[src/hw/rtl/hff_pkg.sv]
// Package for the hex field formatter: character codes, control word types,
// the microcode program and the hex digit encoder.
// No dependencies; imported by hex_field_formatter and its testbench.
package hff_pkg;

    localparam int MAX_CHARS_DEF = 64;
    localparam int CNT_W         = 7;
    localparam int PC_W          = 4;

    typedef logic [CNT_W-1:0] cnt_t;
    typedef logic [PC_W-1:0]  pc_t;

    localparam logic [7:0] CH_ZERO  = 8'h30;
    localparam logic [7:0] CH_SPACE = 8'h20;
    localparam logic [7:0] CH_A_UP  = 8'h41;
    localparam logic [7:0] CH_A_LO  = 8'h61;
    localparam logic [7:0] CH_X_UP  = 8'h58;
    localparam logic [7:0] CH_X_LO  = 8'h78;

    localparam logic [1:0] MODE_W32 = 2'd0;
    localparam logic [1:0] MODE_W64 = 2'd1;
    localparam logic [1:0] MODE_W16 = 2'd2;

    typedef enum logic [2:0] {
        OP_ND,
        OP_LEN,
        OP_PAD,
        OP_TOT,
        OP_EMIT,
        OP_END
    } op_t;

    typedef enum logic [1:0] {
        SRC_PAD,
        SRC_ZERO,
        SRC_XLET,
        SRC_DIGIT
    } src_t;

    typedef enum logic [2:0] {
        CNT_NONE,
        CNT_LPAD,
        CNT_FILL,
        CNT_PRE,
        CNT_DIGITS,
        CNT_RPAD
    } cnt_sel_t;

    typedef struct packed {
        op_t      op;
        src_t     src;
        cnt_sel_t cnt;
        pc_t      jmp;
    } ctrl_t;

    localparam pc_t PC_END = 4'd10;

    // Program: four setup steps, then one emit loop per part of the field, two for the prefix.
    function automatic ctrl_t hff_ucode(input pc_t pc);
        ctrl_t c;
        c = '{op: OP_END, src: SRC_PAD, cnt: CNT_NONE, jmp: PC_END};
        case (pc)
            4'd0:  c = '{op: OP_ND,   src: SRC_PAD,   cnt: CNT_NONE,   jmp: PC_END};
            4'd1:  c = '{op: OP_LEN,  src: SRC_PAD,   cnt: CNT_NONE,   jmp: PC_END};
            4'd2:  c = '{op: OP_PAD,  src: SRC_PAD,   cnt: CNT_NONE,   jmp: PC_END};
            4'd3:  c = '{op: OP_TOT,  src: SRC_PAD,   cnt: CNT_NONE,   jmp: PC_END};
            4'd4:  c = '{op: OP_EMIT, src: SRC_PAD,   cnt: CNT_LPAD,   jmp: PC_END};
            4'd5:  c = '{op: OP_EMIT, src: SRC_ZERO,  cnt: CNT_FILL,   jmp: PC_END};
            4'd6:  c = '{op: OP_EMIT, src: SRC_ZERO,  cnt: CNT_PRE,    jmp: PC_END};
            4'd7:  c = '{op: OP_EMIT, src: SRC_XLET,  cnt: CNT_PRE,    jmp: PC_END};
            4'd8:  c = '{op: OP_EMIT, src: SRC_DIGIT, cnt: CNT_DIGITS, jmp: PC_END};
            4'd9:  c = '{op: OP_EMIT, src: SRC_PAD,   cnt: CNT_RPAD,   jmp: PC_END};
            default: c = '{op: OP_END, src: SRC_PAD, cnt: CNT_NONE, jmp: PC_END};
        endcase
        return c;
    endfunction

    function automatic logic [7:0] hff_hex_char(input logic [3:0] d, input logic upper);
        logic [7:0] base;
        base = upper ? CH_A_UP : CH_A_LO;
        if (d < 4'd10) begin
            return CH_ZERO + {4'd0, d};
        end
        return base + {4'd0, d} - 8'd10;
    endfunction

endpackage

[src/hw/rtl/hex_field_formatter.sv]
// Hex field formatter top level: a microcoded sequencer that turns one value
// into a padded hex text field, one character per output item.
// Depends on hff_pkg.
//
// Usage: an input item (value, size mode, case, flags, width, precision) is
// taken on the s_ channel when s_valid and s_ready are high. The block then
// runs a short program from a control ROM: four setup steps work out the digit
// count, precision fill, width padding and total length, and then one emit
// loop per part of the field (left padding, precision zeros, prefix 0, prefix
// x, digits, right padding) places the characters into the output register,
// one per cycle while the output is not stalled. m_last marks the final
// character of the item. A zero value without prefix and with precision zero
// produces no output item at all. An item runs the setup steps, places its N
// characters (N at most 63 and MAX_CHARS) loop by loop and ends at the last;
// an empty field ends after the length step. s_ready goes high again once the
// last character sits in the output register, so the next item is taken
// while that character still waits. When m_ready is low and a character
// waits, the sequencer stops at its next character and loses nothing.
// Reset (synchronous, aresetn low) empties the output register and idles the
// sequencer.
module hex_field_formatter
    import hff_pkg::*;
#(
    parameter int MAX_CHARS = MAX_CHARS_DEF
) (
    input  logic              aclk,
    input  logic              aresetn,
    input  logic              s_valid,
    output logic              s_ready,
    input  logic [63:0]       s_value,
    input  logic [1:0]        s_mode,
    input  logic              s_upper_case,
    input  logic              s_alt_prefix,
    input  logic              s_zero_pad,
    input  logic              s_left_justify,
    input  logic [5:0]        s_field_width,
    input  logic signed [5:0] s_precision,
    output logic              m_valid,
    input  logic              m_ready,
    output logic [7:0]        m_char_out,
    output logic              m_last
);

    localparam int   LIMIT_I = (MAX_CHARS > 64) ? 64 : MAX_CHARS;
    localparam cnt_t LIMIT   = cnt_t'(LIMIT_I);

    logic        busy_reg, busy_next;
    pc_t         pc_reg, pc_next;
    cnt_t        idx_reg, idx_next;
    cnt_t        emitted_reg, emitted_next;
    logic [63:0] num_reg, num_next;
    logic        upper_reg, upper_next;
    logic        pre_reg, pre_next;
    logic        zpad_reg, zpad_next;
    logic        left_reg, left_next;
    logic [5:0]  width_reg, width_next;
    logic [5:0]  prec_reg, prec_next;
    logic [4:0]  nd_reg, nd_next;
    logic [3:0]  dig_reg, dig_next;
    cnt_t        len_reg, len_next;
    cnt_t        fill_reg, fill_next;
    cnt_t        pad_reg, pad_next;
    cnt_t        eff_reg, eff_next;
    logic        m_valid_reg, m_valid_next;
    logic [7:0]  m_char_reg, m_char_next;
    logic        m_last_reg, m_last_next;

    ctrl_t       ctrl;
    logic        out_free;
    cnt_t        cnt_val;
    logic [3:0]  hi;
    cnt_t        len_v;
    cnt_t        prec_v;
    cnt_t        body_v;
    cnt_t        width_v;
    cnt_t        tot_v;
    logic [7:0]  ch;
    logic [63:0] trunc_v;

    assign s_ready    = !busy_reg;
    assign m_valid    = m_valid_reg;
    assign m_char_out = m_char_reg;
    assign m_last     = m_last_reg;

    always_ff @(posedge aclk) begin
        if (!aresetn) begin
            busy_reg    <= 1'b0;
            pc_reg      <= '0;
            idx_reg     <= '0;
            emitted_reg <= '0;
            m_valid_reg <= 1'b0;
        end else begin
            busy_reg    <= busy_next;
            pc_reg      <= pc_next;
            idx_reg     <= idx_next;
            emitted_reg <= emitted_next;
            m_valid_reg <= m_valid_next;
        end
        num_reg    <= num_next;
        upper_reg  <= upper_next;
        pre_reg    <= pre_next;
        zpad_reg   <= zpad_next;
        left_reg   <= left_next;
        width_reg  <= width_next;
        prec_reg   <= prec_next;
        nd_reg     <= nd_next;
        dig_reg    <= dig_next;
        len_reg    <= len_next;
        fill_reg   <= fill_next;
        pad_reg    <= pad_next;
        eff_reg    <= eff_next;
        m_char_reg <= m_char_next;
        m_last_reg <= m_last_next;
    end

    always_comb begin
        busy_next    = busy_reg;
        pc_next      = pc_reg;
        idx_next     = idx_reg;
        emitted_next = emitted_reg;
        num_next     = num_reg;
        upper_next   = upper_reg;
        pre_next     = pre_reg;
        zpad_next    = zpad_reg;
        left_next    = left_reg;
        width_next   = width_reg;
        prec_next    = prec_reg;
        nd_next      = nd_reg;
        dig_next     = dig_reg;
        len_next     = len_reg;
        fill_next    = fill_reg;
        pad_next     = pad_reg;
        eff_next     = eff_reg;
        m_valid_next = m_valid_reg;
        m_char_next  = m_char_reg;
        m_last_next  = m_last_reg;

        ctrl     = hff_ucode(pc_reg);
        out_free = !m_valid_reg || m_ready;
        hi       = '0;
        width_v  = {1'b0, width_reg};
        prec_v   = {1'b0, prec_reg};
        len_v    = cnt_t'(nd_reg) + (pre_reg ? cnt_t'(2) : cnt_t'(0));
        body_v   = len_reg + fill_reg;
        tot_v    = (width_v > len_reg) ? width_v : len_reg;

        case (s_mode)
            MODE_W64: trunc_v = s_value;
            MODE_W16: trunc_v = {48'd0, s_value[15:0]};
            default:  trunc_v = {32'd0, s_value[31:0]};
        endcase

        case (ctrl.cnt)
            CNT_LPAD:   cnt_val = left_reg ? '0 : pad_reg;
            CNT_RPAD:   cnt_val = left_reg ? pad_reg : '0;
            CNT_FILL:   cnt_val = fill_reg;
            CNT_PRE:    cnt_val = cnt_t'(pre_reg);
            CNT_DIGITS: cnt_val = cnt_t'(nd_reg);
            default:    cnt_val = '0;
        endcase

        case (ctrl.src)
            SRC_PAD:   ch = (zpad_reg && !left_reg) ? CH_ZERO : CH_SPACE;
            SRC_ZERO:  ch = CH_ZERO;
            SRC_XLET:  ch = upper_reg ? CH_X_UP : CH_X_LO;
            SRC_DIGIT: ch = hff_hex_char(num_reg[{dig_reg, 2'b00} +: 4], upper_reg);
            default:   ch = CH_SPACE;
        endcase

        if (m_valid_reg && m_ready) begin
            m_valid_next = 1'b0;
        end

        if (!busy_reg) begin
            if (s_valid) begin
                busy_next    = 1'b1;
                pc_next      = '0;
                idx_next     = '0;
                emitted_next = '0;
                num_next     = trunc_v;
                upper_next   = s_upper_case;
                pre_next     = s_alt_prefix && (s_value != 64'd0);
                zpad_next    = s_zero_pad;
                left_next    = s_left_justify;
                width_next   = s_field_width;
                prec_next    = s_precision;
            end
        end else begin
            case (ctrl.op)
                OP_ND: begin
                    // Highest nonzero nibble sets the digit count; zero gives one digit.
                    for (int i = 0; i < 16; i++) begin
                        if (num_reg[i*4 +: 4] != 4'd0) begin
                            hi = 4'(i);
                        end
                    end
                    nd_next  = {1'b0, hi} + 5'd1;
                    dig_next = hi;
                    pc_next  = pc_reg + pc_t'(1);
                end
                OP_LEN: begin
                    len_next  = len_v;
                    fill_next = (!prec_reg[5] && prec_v > len_v) ? prec_v - len_v : '0;
                    if (num_reg == 64'd0 && !pre_reg && prec_reg == 6'd0) begin
                        pc_next = ctrl.jmp;
                    end else begin
                        pc_next = pc_reg + pc_t'(1);
                    end
                end
                OP_PAD: begin
                    len_next = body_v;
                    pad_next = (width_v > body_v) ? width_v - body_v : '0;
                    pc_next  = pc_reg + pc_t'(1);
                end
                OP_TOT: begin
                    eff_next = (tot_v > LIMIT) ? LIMIT : tot_v;
                    idx_next = '0;
                    pc_next  = pc_reg + pc_t'(1);
                end
                OP_EMIT: begin
                    if (idx_reg >= cnt_val) begin
                        pc_next  = pc_reg + pc_t'(1);
                        idx_next = '0;
                    end else if (out_free) begin
                        m_valid_next = 1'b1;
                        m_char_next  = ch;
                        m_last_next  = (emitted_reg + cnt_t'(1)) == eff_reg;
                        idx_next     = idx_reg + cnt_t'(1);
                        emitted_next = emitted_reg + cnt_t'(1);
                        if (ctrl.src == SRC_DIGIT) begin
                            dig_next = dig_reg - 4'd1;
                        end
                        // The character cap can end the field in any part.
                        if ((emitted_reg + cnt_t'(1)) == eff_reg) begin
                            busy_next = 1'b0;
                        end
                    end
                end
                default: begin
                    busy_next = 1'b0;
                end
            endcase
        end
    end

endmodule

[config.mk]
export PLATFORM = sky130hd
export DESIGN_NAME = hex_field_formatter
export DESIGN_NICKNAME = d
export VERILOG_FILES = /design/src/hw/rtl/hff_pkg.sv /design/src/hw/rtl/hex_field_formatter.sv
export SDC_FILE = /design/constraint.sdc
export NUM_CORES = 1
export LEC_CHECK = 0
export ABC_AREA = 0
export BUFFER_PORTS_ARGS = -buffer_cell sky130_fd_sc_hd__buf_2
export CAP_MARGIN = 40
export CORE_ASPECT_RATIO = 0.75
export CORE_MARGIN = 2
export CORE_UTILIZATION = 45
export CTS_CLUSTER_DIAMETER = 120
export DETAILED_ROUTE_END_ITERATION = 8
export HOLD_SLACK_MARGIN = 0.05
export PLACE_DENSITY = 0.63
export SYNTH_ARGS = -nofsm -noshare
export SYNTH_HDL_FRONTEND = slang
export SYNTH_SLANG_ARGS = --single-unit
[constraint.sdc]
create_clock -name aclk -period 4 [get_ports aclk]
set_input_delay 0.8 -clock aclk [delete_from_list [all_inputs] [get_ports aclk]]
set_output_delay 0.8 -clock aclk [all_outputs]
set_load 0.01 [all_outputs]
Yosys cells after proc, flatten, opt, wreduce, memory -nomap -nowiden
Memories as Yosys holds them, arrays and structs flattened. A register that Yosys moved wholly into a read port is not among the register bits.
Cells that the tools add are included.
- ROM bits: 128
- input port bits: 86
- memories kept: 1
- register bits: 146
- memory list (memory ; depth ; bits a word ; read ports ; clocked after Yosys merged registers in ; wr ports ; line ; text):
    (no name shown) ; 16 ; 8 ; 1 ; 1 ; 0 ; hff_pkg.sv:62 ; case (pc)
- order comparisons: 6
- add/sub/neg operators: 12
- shift-type cells: 1
- reductions and logical operators: 48
- muxes and demuxes: 63
- bitwise gates (word level): 2
- eq/ne operators: 25
- operators by type and width (operator ; number):
    one-hot mux 64 bit (2 select lines) ; 1
    two-way mux 4 bit ; 25
    two-way mux 7 bit ; 11
    logical NOT 64 bit ; 1
    nonzero test 64 bit ; 1
    indexed part select 64 x 7 -> 4 bit ; 1
    nonzero test 4 bit ; 15
    one-hot mux 7 bit (5 select lines) ; 1
    one-hot mux 8 bit (4 select lines) ; 1
    one-hot mux 7 bit (2 select lines) ; 2
    two-way mux 8 bit ; 2
    adder 7 x 1 -> 7 bit (second input constant) ; 2
    > comparator 6 x 7 -> 1 bit ; 2
    two-way mux 1 bit ; 13
    equality test 3 x 2 -> 1 bit (second input constant) ; 4
    two-way mux 6 bit ; 2
    one-hot mux 4 bit (3 select lines) ; 1
    AND reduction 2 bit ; 6
    equality test 3 bit (second input constant) ; 3
    adder 7 x 4 -> 8 bit ; 1
    inequality test 2 bit (second input constant) ; 4
    one-hot mux 4 bit (2 select lines) ; 1
    AND reduction 4 bit ; 2
    subtractor 8 x 4 -> 8 bit (second input constant) ; 1
    36 further kinds ; 54

Depth between registers and ports, before layout
Gate-level depths: netlist of run 1.
- depth after elaboration: 19
- gate-level depth with buffers: 15
- mapped depth without buffers: 14

Worst setup path after synthesis of run 1
No wires, ideal clock.
- path kind: input-to-reg
- start: in s_valid
- end: reg idx_reg[6]
- path slack: 0.401 ns
- data arrival time: 3.470 ns
- stages on the path: 7
- cell sequence: nand2_1 inv_1 nor3_1 a31oi_1 nand4_1 xor2_1 nor2_1
- longest elaborated chain between the ends: 2
- ends and longest elaborated chain (element ; line ; text):
    from (decl) ; hex_field_formatter.sv:28 ; input logic s_valid,
    nonzero test 2 bit (no source line) ; -- ;
    AND reduction 3 bit (no source line) ; -- ;
    to (signal assigned) ; hex_field_formatter.sv:95 ; idx_reg <= idx_next;
    to (decl) ; hex_field_formatter.sv:49 ; cnt_t idx_reg, idx_next;
No other way between the ends.
A chain may end at the register's enable or synchronous reset.

Worst setup path after layout of run 1
- start: reg left_reg
- end: reg ctrl[7] (netlist name)
- longest elaborated chain between the ends: 7
- elaborated cells on any way between the ends: 8
- ends and longest elaborated chain (element ; line ; text):
    from (decl) ; hex_field_formatter.sv:55 ; logic left_reg, left_next;
    from (signal assigned) ; hex_field_formatter.sv:103 ; left_reg <= left_next;
    two-way mux 7 bit, on equally long branches ; hex_field_formatter.sv:155, hex_field_formatter.sv:154 ;
    one-hot mux 7 bit (5 select lines) (*) ; hex_field_formatter.sv:153 ; case (ctrl.cnt)
    >= comparator 7 bit (*) ; hex_field_formatter.sv:221 ; if (idx_reg >= cnt_val) begin
    inequality test 3 bit (no source line) (*) ; -- ;
    AND reduction 3 bit (no source line) (*) ; -- ;
    two-way mux 4 bit (no source line) (*) (2 in series) ; -- ;
Every way passes the cells marked *; elsewhere a longest branch is shown, timed or not.

==> impl_results.md, run 1 <==
- First-pass GRT wire length: 32.14 mm
- GRT Total Usage: 21.64%
- Max-Cap Viols: 0
- DR vias/cell: 5.702
- Synth warnings: 0
- Post-CTS sizing: 0
- Nets: between 900 and 1,000
- Leak: 3.745 nW
- Routed wire per std cell: about 19 µm
- Filler Cell Count: approximately 1,500
- R2r setup slk: around 0.47 ns
- Via count: 6,095
- Reg2reg start: left_reg
- Clk pwr share: 41.1%
- Largest cells by area after synthesis: edfxtp_1, dfxtp_1, ha_1
- Data required, critical path: 4.32 ns
- Detailed Routing Iterations Pass 1: 7
- CTS Buffer Depth: 2
- Post-CTS setup buffers: 0
- DRT antenna net count: 0
- HP Class: reg2reg
- Final Wtd Congestion: 0.9072
- Crit path capture type: flip-flop
- Clock Latency Late Sink: around 0.43 ns
- Synth area leader: edfxtp_1
- Adder-cell share of the synthesized area: approximately 7.4%
- Compound-cell area share of the yosys netlist: 8.847%
- Final Setup Violations: 0
- Setup Skew: 0.01209 ns
- Distinct cells, synth: 75
- Post-synth EDFFs: approximately 130
- Register area: 4314 µm²
- Top Ports: 97
- Number of synthesized register bits: 153
- Sequential cell area fraction in the yosys report: 51.97%
- Share of the synthesized area in the top cell type: 45.21%
- TritonCTS buffer count: 17
- Post-Syn Area: 8302 µm²
- Hold path depth: 1
- Tcrit/Tclk final: between 80% and 90%
- Comb power frac: about a tenth
- Commonest cells post-synth: edfxtp_1, nor2_1, inv_1, ha_1, and2_1
- Largest family of logic cells by synthesized area: simple AND/OR/NAND/NOR gates
- Minimum clock period: 3.534 ns
- Mux contribution to synthesized area: 6.948%
- Detailed Route WL: about 20 mm
- Most common flop cell mapped by yosys: edfxtp_1
- Sequential share of power: between 40% and 50%
- H-tree Lvls: 4
- Internal power: 0.002935 W
- Min-delay src: ctrl[8]
- Cells on worst reg2reg path: 13
- Die area: 19,560 µm²
- Initial antenna violation count: 0
- Number of global-route vias before repair: 5,983
- Multi-input logic area: about 3700 µm²
- Fin util: 54.05%
- FF-to-FF End: ctrl[7]
- Mapped Cells: 711
- Status: finished, final reports clean
- XOR/XNOR share of the synthesized area: approximately 3.5%
- Clk Tree Root Cell: clkbuf_16
- Switch Pwr: 0.0009381 W
- VDD IR max: 0.0003039 V
- Rel. slew slack: 36.72%
- Hold Fails Final Rpt: 0
- RSZ-0062 raised after global routing: no
- Top-count cell post-synth: edfxtp_1
- Grt total ovfl: 0
- Setup total negative slack: 0 ns
- Max-slew violations: 0
- Syn Nets: 844
- Asr flop ratio synth: 0%
- CTS tree: done
- Synth Area in Simple Gates: 18.06%
- Crit path launch type: flip-flop
- Finished layout cell area: about 9700 µm²
- Row count: 42
- Area post-placement: 9074 µm²
- Max FFs per register: 64
- Crit Path Max Fanout: 7
- CP Class: reg2reg
- Worst EP arrival: roughly 3.9 ns
- Max Freq: 283.0 MHz
- P per Cell Area: approximately 400 nW/µm²
- Core Region: 17,870 µm²
- Syn Area/Cell: about 12 µm²
- P&R area growth vs syn: 16.34%
- Share of cells above drive strength 1: about a fifth
- Largest net degree at the start of global routing: 75
- Hold path endpoint: m_char_out[5]
- Tightest Pin Transition: 0.9405 ns
- Die Wd: 160.8 µm
- CTS sink count: between 150 and 200
- Cts hold-fix bufs: 0
- Clk slew on worst S/H paths: ~0.060 ns
- PortBufs: 95
- Initial Utilization: 46.46%
- ANT cells: 0
- Sw frac: 24.22%
- Final HPWL DP: 15.89 mm
- Chip Height: 121.6 µm
- 1st-iter DRT viols: 578
- Post-route DRC: 0
layout make-up:
type | count | share of cell area [%]
Inverter | 48 | 1.866
Timing Repair Buffer | 104 | 5.830
Tap cell | 242 | 3.135
Multi-Input combinational cell | 490 | 38.45
Clock inverter | 9 | 0.8680
Sequential cell | 153 | 44.67
Clock buffer | 23 | 5.182
stage by stage:
stage | total power, W | setup slack, ns | std cells | hold WS, ns
2_1_floorplan | 0.002141 | 0.4015 | 711 | 0.4753
3_3_place_gp | 0.002281 | 0.6357 | 1035 | 0.5049
3_5_place_dp | 0.002306 | 0.5394 | 1037 | 0.5111
4_1_cts | 0.003888 | 0.5108 | 1069 | 0.5233
5_1_grt | 0.004009 | 0.1527 | 1069 | 0.5251
6_report | 0.003873 | 0.4664 | 1069 | 0.5190
power by group through the flow:
stage,combinational [W],clock (W),sequential (W)
3_3_place_gp,0.000384,0,0.00190
3_5_place_dp,0.000408,0,0.00190
5_1_grt,0.000458,0.00168,0.00187
2_1_floorplan,0.000273,0,0.00187
6_report,0.000416,0.00159,0.00187
4_1_cts,0.000412,0.00161,0.00186
cells in the final DEF (no fill, tap or decap), types with 4 or more instances in the layout:
cell type  netlist  layout
clkbuf_16        0      19
a21o_1           5       5
nand4_1         11      11
a211oi_1         6       6
nor4_1          32      32
o21ai_0         20      20
dfxtp_1         28      28
nand2_1         38      38
inv_1           46      45
buf_2            3      95
a21boi_0         9       9
edfxtp_1       125     125
and2_1          39      39
a222oi_1         4       4
nor2b_1         28      28
nor2_1          54      54
nand2b_1         7       7
nor3_1          13      13
mux2i_1         10      10
a31oi_1          5       5
xnor2_1         20      20
a21oi_1         21      21
nand3_1         16      16
mux4_2          19      19
ha_1            44      44
and3_1           8       8
a22o_1           4       4
xor2_1          13      13
buf_4            2       8
o211ai_1         5       5
cell families after synthesis:
kind of cell / Yosys count
AO/OA/AOI/OAI: 107
XOR/XNOR: 33
adder cells (fa/ha/maj): 47
buffers and inverters: 68
flip-flops: 153
multiplexers: 32
other: 1
AND/OR/NAND/NOR: 270
critical path, cell delays in order, from the launching register on:
cell	delay, ns
edfxtp_1	0.41
xor2_1	0.19
nor3b_1	0.07
buf_4	0.16
a221o_1	0.35
ha_1	0.27
nand2b_1	0.14
a211oi_1	0.29
o311ai_0	0.18
o21ai_0	0.41
a22o_1	0.27
nand2_1	0.17
ha_1	0.34
a22o_1	0.19
worst max path at each step:
| stage | slack [ns] | cells after the start | startpoint | to |
|---|---|---|---|---|
| 6_report | 0.47 | 13 | left_reg | ctrl[7] |
| 5_1_grt | 0.15 | 12 | left_reg | emitted_reg[2] |
| 4_1_cts | 0.51 | 13 | left_reg | emitted_reg[2] |
| 3_5_place_dp | 0.54 | 13 | left_reg | ctrl[7] |
| 3_3_place_gp | 0.64 | 13 | left_reg | ctrl[7] |
| 2_1_floorplan | 0.40 | 7 | s_valid | idx_reg[6] |
routing by layer:
layer  track usage (%)  vias to the layer above  wire, µm
met5                 0                        -         0
met4             5.246                        0       208
met3             5.209                       19      1580
met2             30.98                      251      8473
met1             33.10                     2958     10110
li1                  -                     2867         -
(Power assumes the default switching activity.)
==> run 2, diff against run 1 <==
CORE_ASPECT_RATIO = default   (was 0.75)
SKIP_LAST_GASP = 1   (was default)
==> run 2 against run 1 <==
Effect of this change: cell area down 0.18%; sequential power about the same; die area about the same.
==> impl_results.md, run 2 (same netlist as run 1, synthesis figures left out) <==
- Status: finished, final reports clean
- Final HPWL DP: 15.40 mm (-3.1%)
- CP Class: reg2reg
- Max Freq: 282.6 MHz (-0.13%)
- First-pass GRT wire length: 30.93 mm (-3.8%)
- Crit Path Max Fanout: 7 (unchanged)
- Final Setup Violations: 0 (unchanged)
- Core Region: 18,020 µm² (+0.88%)
- Worst EP arrival: 3.86 ns (about the same)
- R2r setup slk: 0.46 ns (about the same)
- Most common cell after layout, fill and taps aside: edfxtp_1
- Leak: 3.729 nW (-0.43%)
- Setup Skew: 0.01140 ns (-0.0006938 ns)
- Die area: 19,550 µm² (about the same)
- Final Wtd Congestion: 0.8743 (-3.6%)
- CTS Buffer Depth: 2 (unchanged)
- Grt total ovfl: 0 (unchanged)
- VDD IR max: 0.0003373 V (+11%)
- Max-Cap Viols: 0 (unchanged)
- Fin util: 53.48% (-0.57 points)
- Final worst setup slack: 0.4620 ns (-0.004424 ns)
- Placed insts: 1,023 (-1.4%)
- Nets: 946 (-0.11%)
- Routed wire per std cell: 18.46 µm (-3.1%)
- FF-to-FF End: ctrl[7]
- 1st-iter DRT viols: 488 (-16%)
- Initial antenna violation count: 0 (unchanged)
- Min-delay src: ctrl[8]
- H-tree Lvls: 4 (unchanged)
- Rel. slew slack: 41.15% (+4.4 points)
- Hold path depth: 1 (unchanged)
- Final Non-Filler Cells: 1,055 (-1.3%)
- CP max stage cell: edfxtp_1
- HP Class: reg2reg
- Max-slew violations: 0 (unchanged)
- DRT antenna net count: 0 (unchanged)
- Data required, critical path: 4.32 ns (about the same)
- Clock Latency Late Sink: 0.43 ns (about the same)
- Tcrit/Tclk final: 88.45% (+0.11 points)
- Share of cells above drive strength 1: 20.70% (+0.15 points)
- Largest stage delay on the critical path: 0.40 ns (about the same)
- CTS tree: done
- Initial Utilization: 46.06% (-0.41 points)
- Largest net degree at the start of global routing: 68 (-9.3%)
- Post-route DRC: 0 (unchanged)
- Die Wd: 139.8 µm (-13%)
- Crit path launch type: flip-flop
- Hold Fails Final Rpt: 0 (unchanged)
- GRT Total Usage: 20.35% (-1.3 points)
- ANT cells: 0 (unchanged)
- TritonCTS buffer count: 17 (unchanged)
- Hold path endpoint: m_char_out[5]
- P&R area growth vs syn: 16.13%
- Cells on worst reg2reg path: 13 (unchanged)
- Top Ports: 97 (unchanged)
- Minimum clock period: 3.538 ns (+0.004424 ns)
- Reg2reg start: left_reg
- Detailed Routing Iterations Pass 1: 7 (unchanged)
- Post-CTS sizing: 0 (unchanged)
- Cts hold-fix bufs: 0 (unchanged)
- DR vias/cell: 5.721 (+0.35%)
- RSZ-0062 raised after global routing: no
- Crit path capture type: flip-flop
- Row count: 49 (+17%)
- Cell Chain, Critical Path: xor2_1 -> nor3b_1 -> buf_4 -> a222oi_1 -> ha_1 -> a211o_1 -> o211ai_1 -> o311ai_0 -> o21ai_0 -> a22o_1 -> nand2_1 -> ha_1 -> a22o_1
- P per Cell Area: 401.5 nW/µm² (+0.12%)
- CP top delay family: compound AO/OA/AOI/OAI gates
- Clk slew on worst S/H paths: 0.06 ns (about the same)
- Tightest Pin Transition: 0.8747 ns (-0.06586 ns)
- Setup total negative slack: 0 ns (unchanged)
- Post-CTS setup buffers: 0 (unchanged)
- Number of global-route vias before repair: 5,926 (-0.95%)
- Chip Height: 139.8 µm (+15%)
- Detailed Route WL: 19.47 mm (-4.4%)
- Via count: 6,036 (-0.97%)
- CTS sink count: 153 (unchanged)
- Most frequent cells in the layout: edfxtp_1, buf_2, nor2_1, inv_1, ha_1
- PortBufs: 95 (unchanged)
- Critical path buffers and inverters: 1 (unchanged)
- Pre-CTS setup slack: 0.5227 ns (-0.01673 ns)
- Clk Tree Root Cell: clkbuf_16
- Max FFs per register: 64 (unchanged)
[run 2: changes by cell type in the layout (fill, tap and decap cells not counted), sizes merged]
cell / previous run / this run
inv: 50 / 53
buf: 104 / 103
clkinvlp: 0 / 3
clkinv: 6 / 5
bufinv: 1 / 2
clkbuf: 23 / 17
[run 2: worst max-delay path by stage]
stage          slack (ns)      from        endpoint  cells after the start
3_5_place_dp         0.52  left_reg         ctrl[7]                     13
4_1_cts              0.50  left_reg         ctrl[7]                     13
6_report             0.46  left_reg         ctrl[7]                     13
2_1_floorplan        0.40   s_valid      idx_reg[6]                      7
5_1_grt              0.25  left_reg  emitted_reg[2]                     12
3_3_place_gp         0.68  left_reg  emitted_reg[2]                     13
[run 2: per-stage QoR]
stage / hold WS (ns) / cell area, µm² / power (W)
after floorplan: 0.4753 / 8302 / 0.002141
after global placement: 0.5070 / 9015 / 0.002275
after detailed placement: 0.5072 / 9050 / 0.002298
after CTS: 0.5202 / 9641 / 0.003890
after global routing: 0.5282 / 9641 / 0.004013
final: 0.5202 / 9641 / 0.003871
[run 2: power breakdown]
group / total (W) / switching [W] / internal, W / leakage (nW)
clock network: 0.00160 / 0.000673 / 0.000930 / 0.281
logic: 0.000406 / 0.000228 / 0.000178 / 2.03
registers: 0.00186 / 0.0000552 / 0.00181 / 1.42
[run 2: area by class of cell]
cell class | instances | area, µm²
tap | 229 | 286.5
fill | 1580 | 8384
inverter | 48 | 180.2
multi-input combinational | 490 | 3714
clock inverter | 15 | 165.2
clock buffer | 17 | 425.4
timing repair buffer | 103 | 555.5
sequential | 153 | 4314
[run 2: routing by layer]
metal / track usage, % / share of wire (%)
met4: 5.632 / 1.6
met2: 32.86 / 48
met3: 4.577 / 5.1
met5: 0 / 0
met1: 27.84 / 46
